**src/design/tbd_pkg.sv**
```systemverilog
// shared types and constants for the temporal block denoiser
// no dependencies; used by the interfaces and imported by all design modules

package tbd_pkg;

   localparam int SAMPLE_W  = 8;
   localparam int COUNT_W   = 3;
   localparam int CSR_IDX_W = 8;
   localparam int CSR_DAT_W = 16;
   localparam int THRESH_W  = 8;
   localparam int BPR_W     = 11;
   localparam int ROWS_W    = 10;
   // wide enough to hold any frame dimension up to the largest parameter value
   localparam int SIZE_W    = 13;

   localparam logic [BPR_W-1:0]  BPR_RESET  = BPR_W'(360);
   localparam logic [ROWS_W-1:0] ROWS_RESET = ROWS_W'(288);
   localparam logic [THRESH_W-1:0] LUMA_TH_RESET   = THRESH_W'(5);
   localparam logic [THRESH_W-1:0] CHROMA_TH_RESET = THRESH_W'(0);

   typedef enum logic [CSR_IDX_W-1:0] {
      CSR_LUMA_THRESHOLD   = 8'd0,
      CSR_CHROMA_THRESHOLD = 8'd1,
      CSR_BLOCKS_PER_ROW   = 8'd2,
      CSR_BLOCK_ROWS       = 8'd3
   } csr_idx_type;

   typedef logic [SAMPLE_W-1:0] sample_type;

   // one 4:2:0 block, also the layout of a reference store entry
   typedef struct packed {
      sample_type chroma_v;
      sample_type chroma_u;
      sample_type luma_bottom_right;
      sample_type luma_bottom_left;
      sample_type luma_top_right;
      sample_type luma_top_left;
   } blk_type;

   typedef struct packed {
      logic [THRESH_W-1:0] luma_threshold;
      logic [THRESH_W-1:0] chroma_threshold;
      logic [BPR_W-1:0]    blocks_per_row;
      logic [ROWS_W-1:0]   block_rows;
   } cfg_type;

endpackage

```
**src/design/tbd_if.sv**
```systemverilog


interface tbd_csr_if;
   logic                          valid;
   logic                          ready;
   logic [tbd_pkg::CSR_IDX_W-1:0] addr;
   logic [tbd_pkg::CSR_DAT_W-1:0] data;

   modport source (output valid, addr, data, input ready);
   modport sink (input valid, addr, data, output ready);
endinterface

```
**src/design/tbd_csr.sv**
```systemverilog
// configuration registers of the temporal block denoiser
// depends on tbd_pkg and tbd_csr_if

module tbd_csr (
   input  logic             clock,
   input  logic             reset,
   tbd_csr_if.sink          csr_chan,
   output tbd_pkg::cfg_type cfg
);
   import tbd_pkg::*;

   cfg_type cfg_ff;
   cfg_type cfg_in;
   logic    wr_en;

   assign csr_chan.ready = 1'b1;
   assign wr_en          = csr_chan.valid && csr_chan.ready;
   assign cfg            = cfg_ff;

   always_comb begin
      cfg_in = cfg_ff;
      if (wr_en) begin
         unique case (csr_chan.addr)
            CSR_LUMA_THRESHOLD:   cfg_in.luma_threshold   = csr_chan.data[THRESH_W-1:0];
            CSR_CHROMA_THRESHOLD: cfg_in.chroma_threshold = csr_chan.data[THRESH_W-1:0];
            CSR_BLOCKS_PER_ROW:   cfg_in.blocks_per_row   = csr_chan.data[BPR_W-1:0];
            CSR_BLOCK_ROWS:       cfg_in.block_rows       = csr_chan.data[ROWS_W-1:0];
            default: ;
         endcase
      end
   end

   always_ff @(posedge clock) begin
      if (reset) begin
         cfg_ff.luma_threshold   <= LUMA_TH_RESET;
         cfg_ff.chroma_threshold <= CHROMA_TH_RESET;
         cfg_ff.blocks_per_row   <= BPR_RESET;
         cfg_ff.block_rows       <= ROWS_RESET;
      end else begin
         cfg_ff <= cfg_in;
      end
   end

endmodule

```
**src/flat_wrapper.sv**
```systemverilog
// flat-port wrapper written by rule: the top's interface ports become plain ports
module tbd_csr_flat import tbd_pkg::*;
  (clock, reset, cfg, csr_chan_valid, csr_chan_addr, csr_chan_data, csr_chan_ready);
  tbd_csr_if csr_chan_i ();
  input  logic clock;
  input  logic reset;
  output tbd_pkg::cfg_type cfg;
  input wire logic [$bits(csr_chan_i.valid)-1:0] csr_chan_valid;
  input wire logic [$bits(csr_chan_i.addr)-1:0] csr_chan_addr;
  input wire logic [$bits(csr_chan_i.data)-1:0] csr_chan_data;
  output wire logic [$bits(csr_chan_i.ready)-1:0] csr_chan_ready;
  assign csr_chan_i.valid = csr_chan_valid;
  assign csr_chan_i.addr = csr_chan_addr;
  assign csr_chan_i.data = csr_chan_data;
  assign csr_chan_ready = csr_chan_i.ready;
  tbd_csr u_core (.clock(clock), .reset(reset), .csr_chan(csr_chan_i), .cfg(cfg));
endmodule
```
**config.mk**
```make
export PLATFORM = sky130hd
export DESIGN_NAME = tbd_csr_flat
export DESIGN_NICKNAME = d
export VERILOG_FILES = /design/src/design/tbd_pkg.sv /design/src/design/tbd_if.sv /design/src/design/tbd_csr.sv /design/src/flat_wrapper.sv
export SDC_FILE = /design/constraint.sdc
export NUM_CORES = 1
export LEC_CHECK = 0
export ABC_AREA = 1
export BUFFER_PORTS_ARGS = -buffer_cell sky130_fd_sc_hd__buf_4
export CAP_MARGIN = 20
export CORE_ASPECT_RATIO = 1.5
export CORE_MARGIN = 1
export CORE_UTILIZATION = 35
export CTS_BUF_LIST = sky130_fd_sc_hd__clkbuf_8
export CTS_CLUSTER_SIZE = 10
export DETAILED_ROUTE_END_ITERATION = 7
export PLACE_DENSITY_LB_ADDON = 0.2
export SLEW_MARGIN = 15
export SYNTH_ARGS = -nofsm -noshare
export SYNTH_HDL_FRONTEND = slang
export SYNTH_SLANG_ARGS = --single-unit
```
**constraint.sdc**
```tcl
create_clock -name clock -period 1.19 [get_ports clock]
set_input_delay 0.238 -clock clock [delete_from_list [all_inputs] [get_ports clock]]
set_output_delay 0.238 -clock clock [all_outputs]
set_load 0.05 [all_outputs]
```
==> run metrics <==
status=finished with violations; failing checks=design-rule violations; Crit Reg-Reg Startpoint=u_core.cfg[14]; Most used DFF post-synth=dfxtp_1; switching pwr=570 uW; synthesized area per cell=7.26 sq um; total track usage=0.163; largest net degree at the start of global routing=38; Netlist cell types=17; Fin. Hold Viols=0; power per cell area=1090 mW/mm^2; post-layout min period=1.09 ns; Setup TNS Final=0 ns; # clock sinks=37; YS warnings=0; EDFF count, synth=0; n_diodes=0; footprint of the multi-input gates=697 sq um; post-synthesis register bit count=37; Design Area, Final=0.00222 sq mm; initial core utilization=0.373; CP Max Fanout=2; Hold-fix buffers, CTS=0; pre-CTS WS=-0.0350 ns; Die ar.=0.00489 sq mm; share of layout cells above drive strength 1=0.290; kind of end point of the critical path=output pin; Crit path buffers/inverters=1; vias=1544; final setup fails=0; Crit. Startpoint=u_core.cfg[11]; Clk pwr share=0.396; IO Port Bufs=58; gate count after technology mapping=222; CORE AREA=0.00432 sq mm; critical path, cell by cell=buf_4; Mapped Nets=249; number of global-route vias before repair=1449; hold path startpoint=csr_chan_data[0]; initial antenna violation count=0; post-CTS setup buffers=0; worst hold stages=3; Crit-path slowest cell=dfxtp_1; placed wire-length estimate=2.62 mm; Root Buffer=clkbuf_8; post-layout net count=305; Post-DP Area=0.00212 sq mm; Crit Path Class=register to output pin; Max Clk Rate=916 MHz; Worst path depth=1; routed vias/inst=4.75; row count=29; RSZ-0062 raised after global routing=false; mapped cell area=0.00161 sq mm; final setup margin=0.0988 ns; Worst EP arrival=0.85 ns; Comb pwr share=0.092; htree depth=2; drt initial violations=38; GRT Residual Overflow=0; fill count=447; asr flop ratio synth=0; CTS max path bufs=2; Post-synth top cells=nand3_1 (45), nand2_1 (43), dfxtp_1 (37); count of pins over their slew limit=0; area share of the largest cell type after synthesis=0.460; DR pass1 iterations=6; Reg2Reg Depth=2; post-route antenna net violation count=0; Resize count post-CTS=0; clk_lat worst skew=0.28 ns; peak supply drop=0.000647 V; area occupied by registers=741 sq um; Worst path max stage delay=0.36 ns; final core occ=0.514; CTS tree=built; switching portion of total power=0.235; sequential fraction of the synthesis area=0.460; Crit path max-delay family=flip-flops; Largest register FFs=37; DRC viols=3; I/O Pins=65; layout overhead on the synthesized area=37.7%; Die W=57.4 um; first-pass GRT wire length=6.22 mm; cell with the most instances after synthesis=nand3_1; largest area contributor in the netlist=dfxtp_1; Final Cycle Share=0.917; Internal Power=1.86 mW; startpoint types=register; clk slew on worst S/H paths=0.07 ns; TritonCTS Buffers=5; Wirelength per Cell=11.3 um; Routed WL=3.69 mm; LEAKAGE=1.05 nW; Synth area leaders=dfxtp_1 (46%), nand3_1 (14%), nand2_1 (10%); clk_skew=0 ns; Critical Path RT=0.95 ns; sequential share of power=0.512; die span in y=85.1 um; GP Congestion=0.720; Hold WC Path Type=primary input to register; MaxCap Viol Count=0
power groups by stage:
stage / Combinational (mW) / Sequential, mW / Clock (mW)
CTS: 0.226 / 1.24 / 0.997
global placement: 0.226 / 1.27 / 0
detailed placement: 0.226 / 1.27 / 0
floorplan: 0.115 / 1.28 / 0
finish: 0.224 / 1.24 / 0.961
global route: 0.248 / 1.24 / 1.04
per-layer routing:
metal,global-route usage,part of all wire,vias up
met5,0,0,-
met2,0.294,0.51,37
met1,0.175,0.43,676
met3,0.0320,0.048,8
li1,-,-,823
met4,0.0865,0.021,0
stage by stage:
| stage | hold WS [ns] | cells | power (mW) |
|---|---|---|---|
| after CTS | 0.184 | 325 | 2.47 |
| after global placement | 0.440 | 317 | 1.50 |
| after floorplan | 0.392 | 222 | 1.40 |
| after global routing | 0.212 | 325 | 2.52 |
| after detailed placement | 0.445 | 317 | 1.50 |
| final | 0.191 | 325 | 2.43 |
kinds of logic (layout without fill, tap and decap cells):
group                  count (synthesis)  in the layout  synth area share
buffers and inverters                 31             88             0.109
AND/OR/NAND/NOR                      124            124             0.336
flip-flops                            37             37             0.460
other                                  1              1           0.00233
AO/OA/AOI/OAI                         29             29            0.0924
cells in the final DEF, fill, tap and decap left out:
cell      Yosys  final
clkbuf_8      0      7
nand3_1      45     45
conb_1        1      1
nand2_1      43     43
nor2_1       32     31
a21oi_1      28     28
inv_2         1      1
nor2_4        2      2
buf_12        0      6
clkinv_2      0      1
inv_1        13     13
dfxtp_1      37     37
a21oi_2       1      1
nor2_2        1      2
buf_4         4     60
nand2_2       1      1
path summary, 6_finish.rpt:
path,endpoint,slack (ns)
min,u_core.cfg[29],0.19
max reg2reg,u_core.cfg[14],0.60
max,cfg[11],0.1
min reg2reg,u_core.cfg[31],0.46
area by class of cell:
cell class,instances,share of cell area
timing repair buffer,66,0.257
clock inverter,1,0.00225
clock buffer,7,0.0434
multi-input combinational,154,0.314
inverter,14,0.0237
tap,46,0.0259
sequential,37,0.334
(Power assumes the default switching activity.)
