[src/design/tbd_pkg.sv]
// shared types and constants for the temporal block denoiser
// no dependencies; used by the interfaces and imported by all design modules

package tbd_pkg;

   localparam int SAMPLE_W  = 8;
   localparam int COUNT_W   = 3;
   localparam int CSR_IDX_W = 8;
   localparam int CSR_DAT_W = 16;
   localparam int THRESH_W  = 8;
   localparam int BPR_W     = 11;
   localparam int ROWS_W    = 10;
   // wide enough to hold any frame dimension up to the largest parameter value
   localparam int SIZE_W    = 13;

   localparam logic [BPR_W-1:0]  BPR_RESET  = BPR_W'(360);
   localparam logic [ROWS_W-1:0] ROWS_RESET = ROWS_W'(288);
   localparam logic [THRESH_W-1:0] LUMA_TH_RESET   = THRESH_W'(5);
   localparam logic [THRESH_W-1:0] CHROMA_TH_RESET = THRESH_W'(0);

   typedef enum logic [CSR_IDX_W-1:0] {
      CSR_LUMA_THRESHOLD   = 8'd0,
      CSR_CHROMA_THRESHOLD = 8'd1,
      CSR_BLOCKS_PER_ROW   = 8'd2,
      CSR_BLOCK_ROWS       = 8'd3
   } csr_idx_type;

   typedef logic [SAMPLE_W-1:0] sample_type;

   // one 4:2:0 block, also the layout of a reference store entry
   typedef struct packed {
      sample_type chroma_v;
      sample_type chroma_u;
      sample_type luma_bottom_right;
      sample_type luma_bottom_left;
      sample_type luma_top_right;
      sample_type luma_top_left;
   } blk_type;

   typedef struct packed {
      logic [THRESH_W-1:0] luma_threshold;
      logic [THRESH_W-1:0] chroma_threshold;
      logic [BPR_W-1:0]    blocks_per_row;
      logic [ROWS_W-1:0]   block_rows;
   } cfg_type;

endpackage

[src/design/tbd_filter.sv]
// threshold averaging of one block against its reference block
// depends on tbd_pkg

module tbd_filter (
   input  tbd_pkg::blk_type                 cur,
   input  tbd_pkg::blk_type                 ref_blk,
   input  logic                             first,
   input  logic [tbd_pkg::THRESH_W-1:0]     luma_th,
   input  logic [tbd_pkg::THRESH_W-1:0]     chroma_th,
   output tbd_pkg::blk_type                 res,
   output logic [tbd_pkg::COUNT_W-1:0]      count
);
   import tbd_pkg::*;

   function automatic logic is_near(sample_type a, sample_type b, logic [THRESH_W-1:0] th);
      sample_type d;
      d = (a > b) ? (a - b) : (b - a);
      return d <= th;
   endfunction

   function automatic sample_type rnd_avg(sample_type a, sample_type b);
      logic [SAMPLE_W:0] s;
      s = {1'b0, a} + {1'b0, b} + (SAMPLE_W+1)'(1);
      return s[SAMPLE_W:1];
   endfunction

   logic n_tl, n_tr, n_bl, n_br, n_u, n_v, all_luma;

   always_comb begin
      n_tl = !first && is_near(cur.luma_top_left, ref_blk.luma_top_left, luma_th);
      n_tr = !first && is_near(cur.luma_top_right, ref_blk.luma_top_right, luma_th);
      n_bl = !first && is_near(cur.luma_bottom_left, ref_blk.luma_bottom_left, luma_th);
      n_br = !first && is_near(cur.luma_bottom_right, ref_blk.luma_bottom_right, luma_th);
      all_luma = n_tl && n_tr && n_bl && n_br;
      // chroma only follows when the whole luma block was averaged
      n_u = all_luma && is_near(cur.chroma_u, ref_blk.chroma_u, chroma_th);
      n_v = all_luma && is_near(cur.chroma_v, ref_blk.chroma_v, chroma_th);

      res.luma_top_left = n_tl ? rnd_avg(cur.luma_top_left, ref_blk.luma_top_left)
                               : cur.luma_top_left;
      res.luma_top_right = n_tr ? rnd_avg(cur.luma_top_right, ref_blk.luma_top_right)
                                : cur.luma_top_right;
      res.luma_bottom_left = n_bl ? rnd_avg(cur.luma_bottom_left, ref_blk.luma_bottom_left)
                                  : cur.luma_bottom_left;
      res.luma_bottom_right = n_br ? rnd_avg(cur.luma_bottom_right, ref_blk.luma_bottom_right)
                                   : cur.luma_bottom_right;
      res.chroma_u = n_u ? rnd_avg(cur.chroma_u, ref_blk.chroma_u) : cur.chroma_u;
      res.chroma_v = n_v ? rnd_avg(cur.chroma_v, ref_blk.chroma_v) : cur.chroma_v;

      count = COUNT_W'(n_tl) + COUNT_W'(n_tr) + COUNT_W'(n_bl) + COUNT_W'(n_br);
   end

endmodule

[config.mk]
export PLATFORM = sky130hd
export DESIGN_NAME = tbd_filter
export DESIGN_NICKNAME = d
export VERILOG_FILES = /design/src/design/tbd_pkg.sv /design/src/design/tbd_filter.sv
export SDC_FILE = /design/constraint.sdc
export NUM_CORES = 1
export LEC_CHECK = 0
export BUFFER_PORTS_ARGS = -buffer_cell sky130_fd_sc_hd__buf_2
export CORE_ASPECT_RATIO = 0.6
export CORE_MARGIN = 2
export CORE_UTILIZATION = 30
export DETAILED_ROUTE_END_ITERATION = 8
export PLACE_DENSITY_LB_ADDON = 0.15
export SLEW_MARGIN = 20
export SYNTH_ARGS = -nofsm -noshare
export SYNTH_HDL_FRONTEND = slang
export SYNTH_SLANG_ARGS = --single-unit
[constraint.sdc]
create_clock -name vclk -period 13.1
set_clock_uncertainty 0.05 [all_clocks]
set_input_delay 3.93 -clock vclk [all_inputs]
set_output_delay 3.93 -clock vclk [all_outputs]
set_load 0.02 [all_outputs]
==> impl_metrics.env, run 1 <==
export IMPL_busiest_layer="met1"
export IMPL_cts_resized=0
export IMPL_whs_path_depth=4
export IMPL_ant_nets=0
export IMPL_fin_crit_sh=0.9594
export IMPL_drc=0
export IMPL_final_seq_area_um2=0
export IMPL_antennaDiodeCount=0
export IMPL_cp_top_family="compound AO/OA/AOI/OAI gates"
export IMPL_wire_per_inst_um=14.90
export IMPL_avgSynthCellArea_um2=7.593
export IMPL_grt_util_met3=0.002908
export IMPL_num_rows=45
export IMPL_slowest_delay_ps=590
export IMPL_final_util=0.3535
export IMPL_dpl_hpwl_um=19960
export IMPL_n_clock_buffer=0
export IMPL_period_needed_ps=12570
export IMPL_netlist_area_leader_share=0.3003
export IMPL_first_pass_iters=5
export IMPL_min_path_type="in -> out"
export IMPL_yosys_warnings=0
export IMPL_cpMaxStageDelayCell="o21ai_1"
export IMPL_vias=7414
export IMPL_holdWs_ps=8173
export IMPL_cp_start_kind="input pin"
export IMPL_grt_use_met2=0.2098
export IMPL_fp_coreArea_um2=25560
export IMPL_crit_type="in -> out"
export IMPL_fin_cells=1530
export IMPL_area_delta_synth_final_pct=14.75
export IMPL_fillCellCount=2866
export IMPL_crit_chain="buf_2, inv_1, ha_1, inv_1, fa_1, nand3_1, a21boi_0, o21ai_1, mux2_2, nor3b_1, a311o_1, ha_1, a21oi_1, nor2_1, a211oi_1, a22o_1, and2_1, buf_4, ha_1, ha_1, buf_2"
export IMPL_grt_max_degree=16
export IMPL_portBuffers=164
export IMPL_seq_cells=0
export IMPL_p_leak_nw=4.777
export IMPL_grt_pass1_wl_um=36360
export IMPL_postCtsSetupBuffers=0
export IMPL_synth_distinct_cells=72
export IMPL_final_area_um2=9035
export IMPL_maxCapViolCount=0
export IMPL_via_per_inst=4.846
export IMPL_synth_area_top_cells="ha_1 30%, inv_1 8.4%, mux2i_1 6.2%, a21oi_1 5.5%, fa_1 4.8%"
export IMPL_io_pin_count=164
export IMPL_routabilityCongestion=0.8237
export IMPL_arrival_ps=8590
export IMPL_tns_ps=0
export IMPL_fin_total_pwr_mw=0.5435
export IMPL_syn_nets=1358
export IMPL_die_area_um2=27600
export IMPL_grt_met1_usage=0.2887
export IMPL_crit_fanout=10
export IMPL_ir_drop_v=0.00002775
export IMPL_yosysSeqAreaShare=0
export IMPL_cp_end_kind="output pin"
export IMPL_clock_fmax_mhz=79.57
export IMPL_overflow=0
export IMPL_worst_path_stages=21
export IMPL_fin_nets=1501
export IMPL_maxSlewViolCount=0
export IMPL_cp_required_ps=9120
export IMPL_die_h_um=129.5
export IMPL_totalWireLength_um=22790
export IMPL_setup_viol=0
export IMPL_dp_cells=1530
export IMPL_grt_pass1_vias=6731
export IMPL_worst_slack_ps=532.2
export IMPL_status="finished, final reports clean"
export IMPL_pre_cts_slack_ps=552.4
export IMPL_dieWidth_um=213.2
export IMPL_slew_limit_headroom=0.5081
export IMPL_antenna_found_initial=0
export IMPL_hold_viol_final=0
export IMPL_initialDrtViolationCount=388
export IMPL_crit_buf_inv=5
export IMPL_synthCells=1037
export IMPL_syn_area_um2=7874
export IMPL_tightest_slew_ps=733.0
export IMPL_placed_cell_area_um2=9035
export IMPL_p_per_area_nw_per_um2=60.15
export IMPL_rsz0062_at_grt="false"
export IMPL_grtUsageTotal=0.1606
export IMPL_cp_common_cell="ha_1"
export IMPL_initial_utilization=0.3080
export IMPL_synth_top_area_cell="ha_1"
export IMPL_cts_hold_buf=0
export IMPL_drive_gt1_frac=0.1927
==> path summary, 6_finish.rpt <==
path,startpoint,to,slack [ps]
worst max-delay path,cur[16],count[1],530
worst min-delay path,cur[15],res[15],8170
==> per-layer routing <==
metal / vias up / wire length (µm) / part of all wire
li1: 3866 / - / -
met1: 3398 / 13780 / 0.60
met2: 150 / 8188 / 0.36
met3: 0 / 826 / 0.036
met4: 0 / 0 / 0
met5: - / 0 / 0
==> layout by cell type, fill, tap and decap left out, types with 24 or more instances in the layout <==
cell       n
mux2i_1   49
nor2b_1   33
a21oi_1   87
ha_1     189
buf_2    164
nand2_1   27
xnor2_1   42
nor2_1    61
o21ai_0   40
inv_1    177
mux2_2    24
==> Yosys cell counts, types with 4 or more instances <==
| library cell | n |
|---|---|
| buf_2 | 20 |
| o31ai_1 | 13 |
| a211oi_1 | 12 |
| a211o_1 | 4 |
| xor2_1 | 17 |
| fa_1 | 19 |
| and3_1 | 4 |
| o21a_1 | 6 |
| mux2i_1 | 49 |
| buf_4 | 5 |
| nand2_1 | 27 |
| o21bai_1 | 14 |
| a21o_1 | 21 |
| inv_1 | 177 |
| nor2_1 | 61 |
| clkbuf_1 | 8 |
| nor2b_1 | 33 |
| a21oi_1 | 87 |
| o21ba_2 | 5 |
| ha_1 | 189 |
| and2_1 | 8 |
| a32oi_1 | 4 |
| o41ai_1 | 7 |
| a21boi_0 | 7 |
| nand3_1 | 15 |
| xnor2_1 | 42 |
| mux2_2 | 24 |
| nor3_1 | 11 |
| nand2b_1 | 13 |
| a31oi_1 | 8 |
| nand4_1 | 15 |
| o21ai_0 | 40 |
| nor3b_1 | 4 |
==> kinds of logic (layout without fill, tap and decap cells) <==
family	Yosys count	in the layout	synth area share
simple gates	207	207	0.1381
compound gates	275	275	0.2377
fa+ha+maj	208	208	0.3486
xor+xnor	59	59	0.06563
buf+inv	212	353	0.1085
mux	76	76	0.1014
==> cell type report <==
| type | instances | area [µm²] | share of cell area |
|---|---|---|---|
| multi-input cells | 825 | 7019 | 0.7769 |
| repair buffers | 176 | 910.9 | 0.1008 |
| inverters | 177 | 664.4 | 0.07354 |
| well taps | 352 | 440.4 | 0.04875 |
==> report_power, final <==
part | internal, mW | switching (mW) | leakage (nW)
clock network | 0 | 0 | 0
registers | 0 | 0 | 0
logic | 0.227 | 0.316 | 4.78
(Power assumes the default switching activity.)
==> inputs of run 2 (changes only) <==
==> constraint.sdc (replaced) <==
create_clock -name vclk -period 13.1
set_clock_uncertainty 0.05 [all_clocks]
set_input_delay 3.93 -clock vclk [all_inputs]
set_output_delay 3.93 -clock vclk [all_outputs]
set_load 0.05 [all_outputs]
==> run 2 against run 1 <==
Effect of this change:
- via count shrank 0.57%
- power grew 14%
- non-clock buffer count is the same
- utilization is the same
- highest routed layer unchanged
==> impl_metrics.env, run 2 (synthesized netlist as in run 1, its figures left out) <==
export IMPL_status="finished, final reports clean"
export IMPL_tns_ps=0
export IMPL_fin_crit_sh=0.9498
export IMPL_period_needed_ps=12440
export IMPL_dpl_hpwl_um=19950
export IMPL_initialDrtViolationCount=390
export IMPL_ant_nets=0
export IMPL_totalWireLength_um=22900
export IMPL_crit_fanout=8
export IMPL_die_h_um=129.5
export IMPL_maxCapViolCount=0
export IMPL_clock_fmax_mhz=80.37
export IMPL_wire_per_inst_um=14.97
export IMPL_via_per_inst=4.818
export IMPL_drc=0
export IMPL_cp_start_kind="input pin"
export IMPL_switching_share=0.6313
export IMPL_setup_viol=0
export IMPL_pwr_share_seq=0
export IMPL_vias=7372
export IMPL_clkPwrFrac=0
export IMPL_final_common_cell="ha_1"
export IMPL_fp_coreArea_um2=25560
export IMPL_fin_nets=1501
export IMPL_cp_required_ps=9120
export IMPL_antenna_found_initial=0
export IMPL_grt_pass1_wl_um=36200
export IMPL_hold_viol_final=0
export IMPL_crit_type="in -> out"
export IMPL_grt_pass1_vias=6669
export IMPL_fin_total_pwr_mw=0.6183
export IMPL_portBuffers=164
export IMPL_grt_max_degree=18
export IMPL_initial_utilization=0.3080
export IMPL_cpMaxStageDelayCell="fa_1"
export IMPL_grtUsageTotal=0.1601
export IMPL_postCtsSetupBuffers=0
export IMPL_p_per_area_nw_per_um2=68.43
export IMPL_dieWidth_um=213.2
export IMPL_worstSetupEndpoint="count[1]"
export IMPL_slowest_delay_ps=500
export IMPL_cp_startpoint="cur[8]"
export IMPL_antennaDiodeCount=0
export IMPL_final_util=0.3535
export IMPL_arrival_ps=8460
export IMPL_p_leak_nw=4.777
export IMPL_cp_end_kind="output pin"
export IMPL_crit_chain="buf_2, inv_1, ha_1, inv_1, fa_1, nand3_1, a21boi_4, o21ai_4, mux2_4, a221oi_2, xnor2_1, ha_1, a21o_1, a21oi_1, nor2b_1, o22ai_1, o311a_1, inv_1, fa_1, inv_1, ha_1, ha_1, buf_2"
export IMPL_layout_common_cells="189 x ha_1, 177 x inv_1, 164 x buf_2"
export IMPL_slew_limit_headroom=0.6413
export IMPL_die_area_um2=27600
export IMPL_cts_hold_buf=0
export IMPL_final_area_um2=9035
export IMPL_rsz0062_at_grt="false"
export IMPL_tightest_slew_ps=532.4
export IMPL_num_rows=45
export IMPL_fillCellCount=2806
export IMPL_ir_drop_v=0.00004770
export IMPL_p_comb_frac=1.000
export IMPL_maxSlewViolCount=0
export IMPL_fin_cells=1530
export IMPL_drive_gt1_frac=0.1927
export IMPL_routabilityCongestion=0.8226
export IMPL_seq_cells=0
export IMPL_pre_cts_slack_ps=625.4
export IMPL_dp_cells=1530
export IMPL_cts_resized=0
export IMPL_first_pass_iters=7
export IMPL_internal_power_mw=0.2279
export IMPL_p_switching_mw=0.3903
export IMPL_final_seq_area_um2=0
export IMPL_area_delta_synth_final_pct=14.75
export IMPL_worst_slack_ps=657.3
export IMPL_placed_cell_area_um2=9035
export IMPL_overflow=0
export IMPL_min_path_type="in -> out"
export IMPL_holdWs_ps=8228
export IMPL_io_pin_count=164
export IMPL_n_clock_buffer=0
-- run 2: cell counts in the layout (fill, tap and decap cells not counted) --
No cell type changed its count.
-- run 2: critical path: cells and delay by family --
family | cells | cell delay, ps
fa+ha+maj | 6 | 1790
xor+xnor | 1 | 160
mux | 1 | 340
compound gates | 7 | 1380
simple gates | 2 | 220
buf+inv | 6 | 630
-- run 2: how the worst min path moves through the flow --
stage              end     from  cells after the start
6_report       res[15]  cur[15]                      4
5_1_grt         res[7]   cur[7]                      4
4_1_cts        res[15]  cur[15]                      4
3_5_place_dp   res[15]  cur[15]                      4
3_3_place_gp   res[15]  cur[15]                      4
2_1_floorplan  res[28]  cur[28]                      2
-- run 2: layout make-up --
cell class,count,area [µm²],share of cell area
Inverter,177,664.4,0.07354
Timing Repair Buffer,176,910.9,0.1008
Multi-Input combinational cell,825,7019,0.7769
Tap cell,352,440.4,0.04875
-- run 2: power groups by stage --
stage | combinational [mW] | sequential [mW] | clock, mW
after CTS | 0.620 | 0 | 0
after global routing | 0.681 | 0 | 0
after floorplan | 0.464 | 0 | 0
final | 0.618 | 0 | 0
after global placement | 0.616 | 0 | 0
after detailed placement | 0.617 | 0 | 0
-- run 2: per-layer routing --
metal	track usage	share of wire	vias up
li1	-	-	3877
met1	0.2886	0.62	3370
met2	0.2077	0.35	125
met3	0.003393	0.030	0
met4	0	0	0
met5	0	0	-
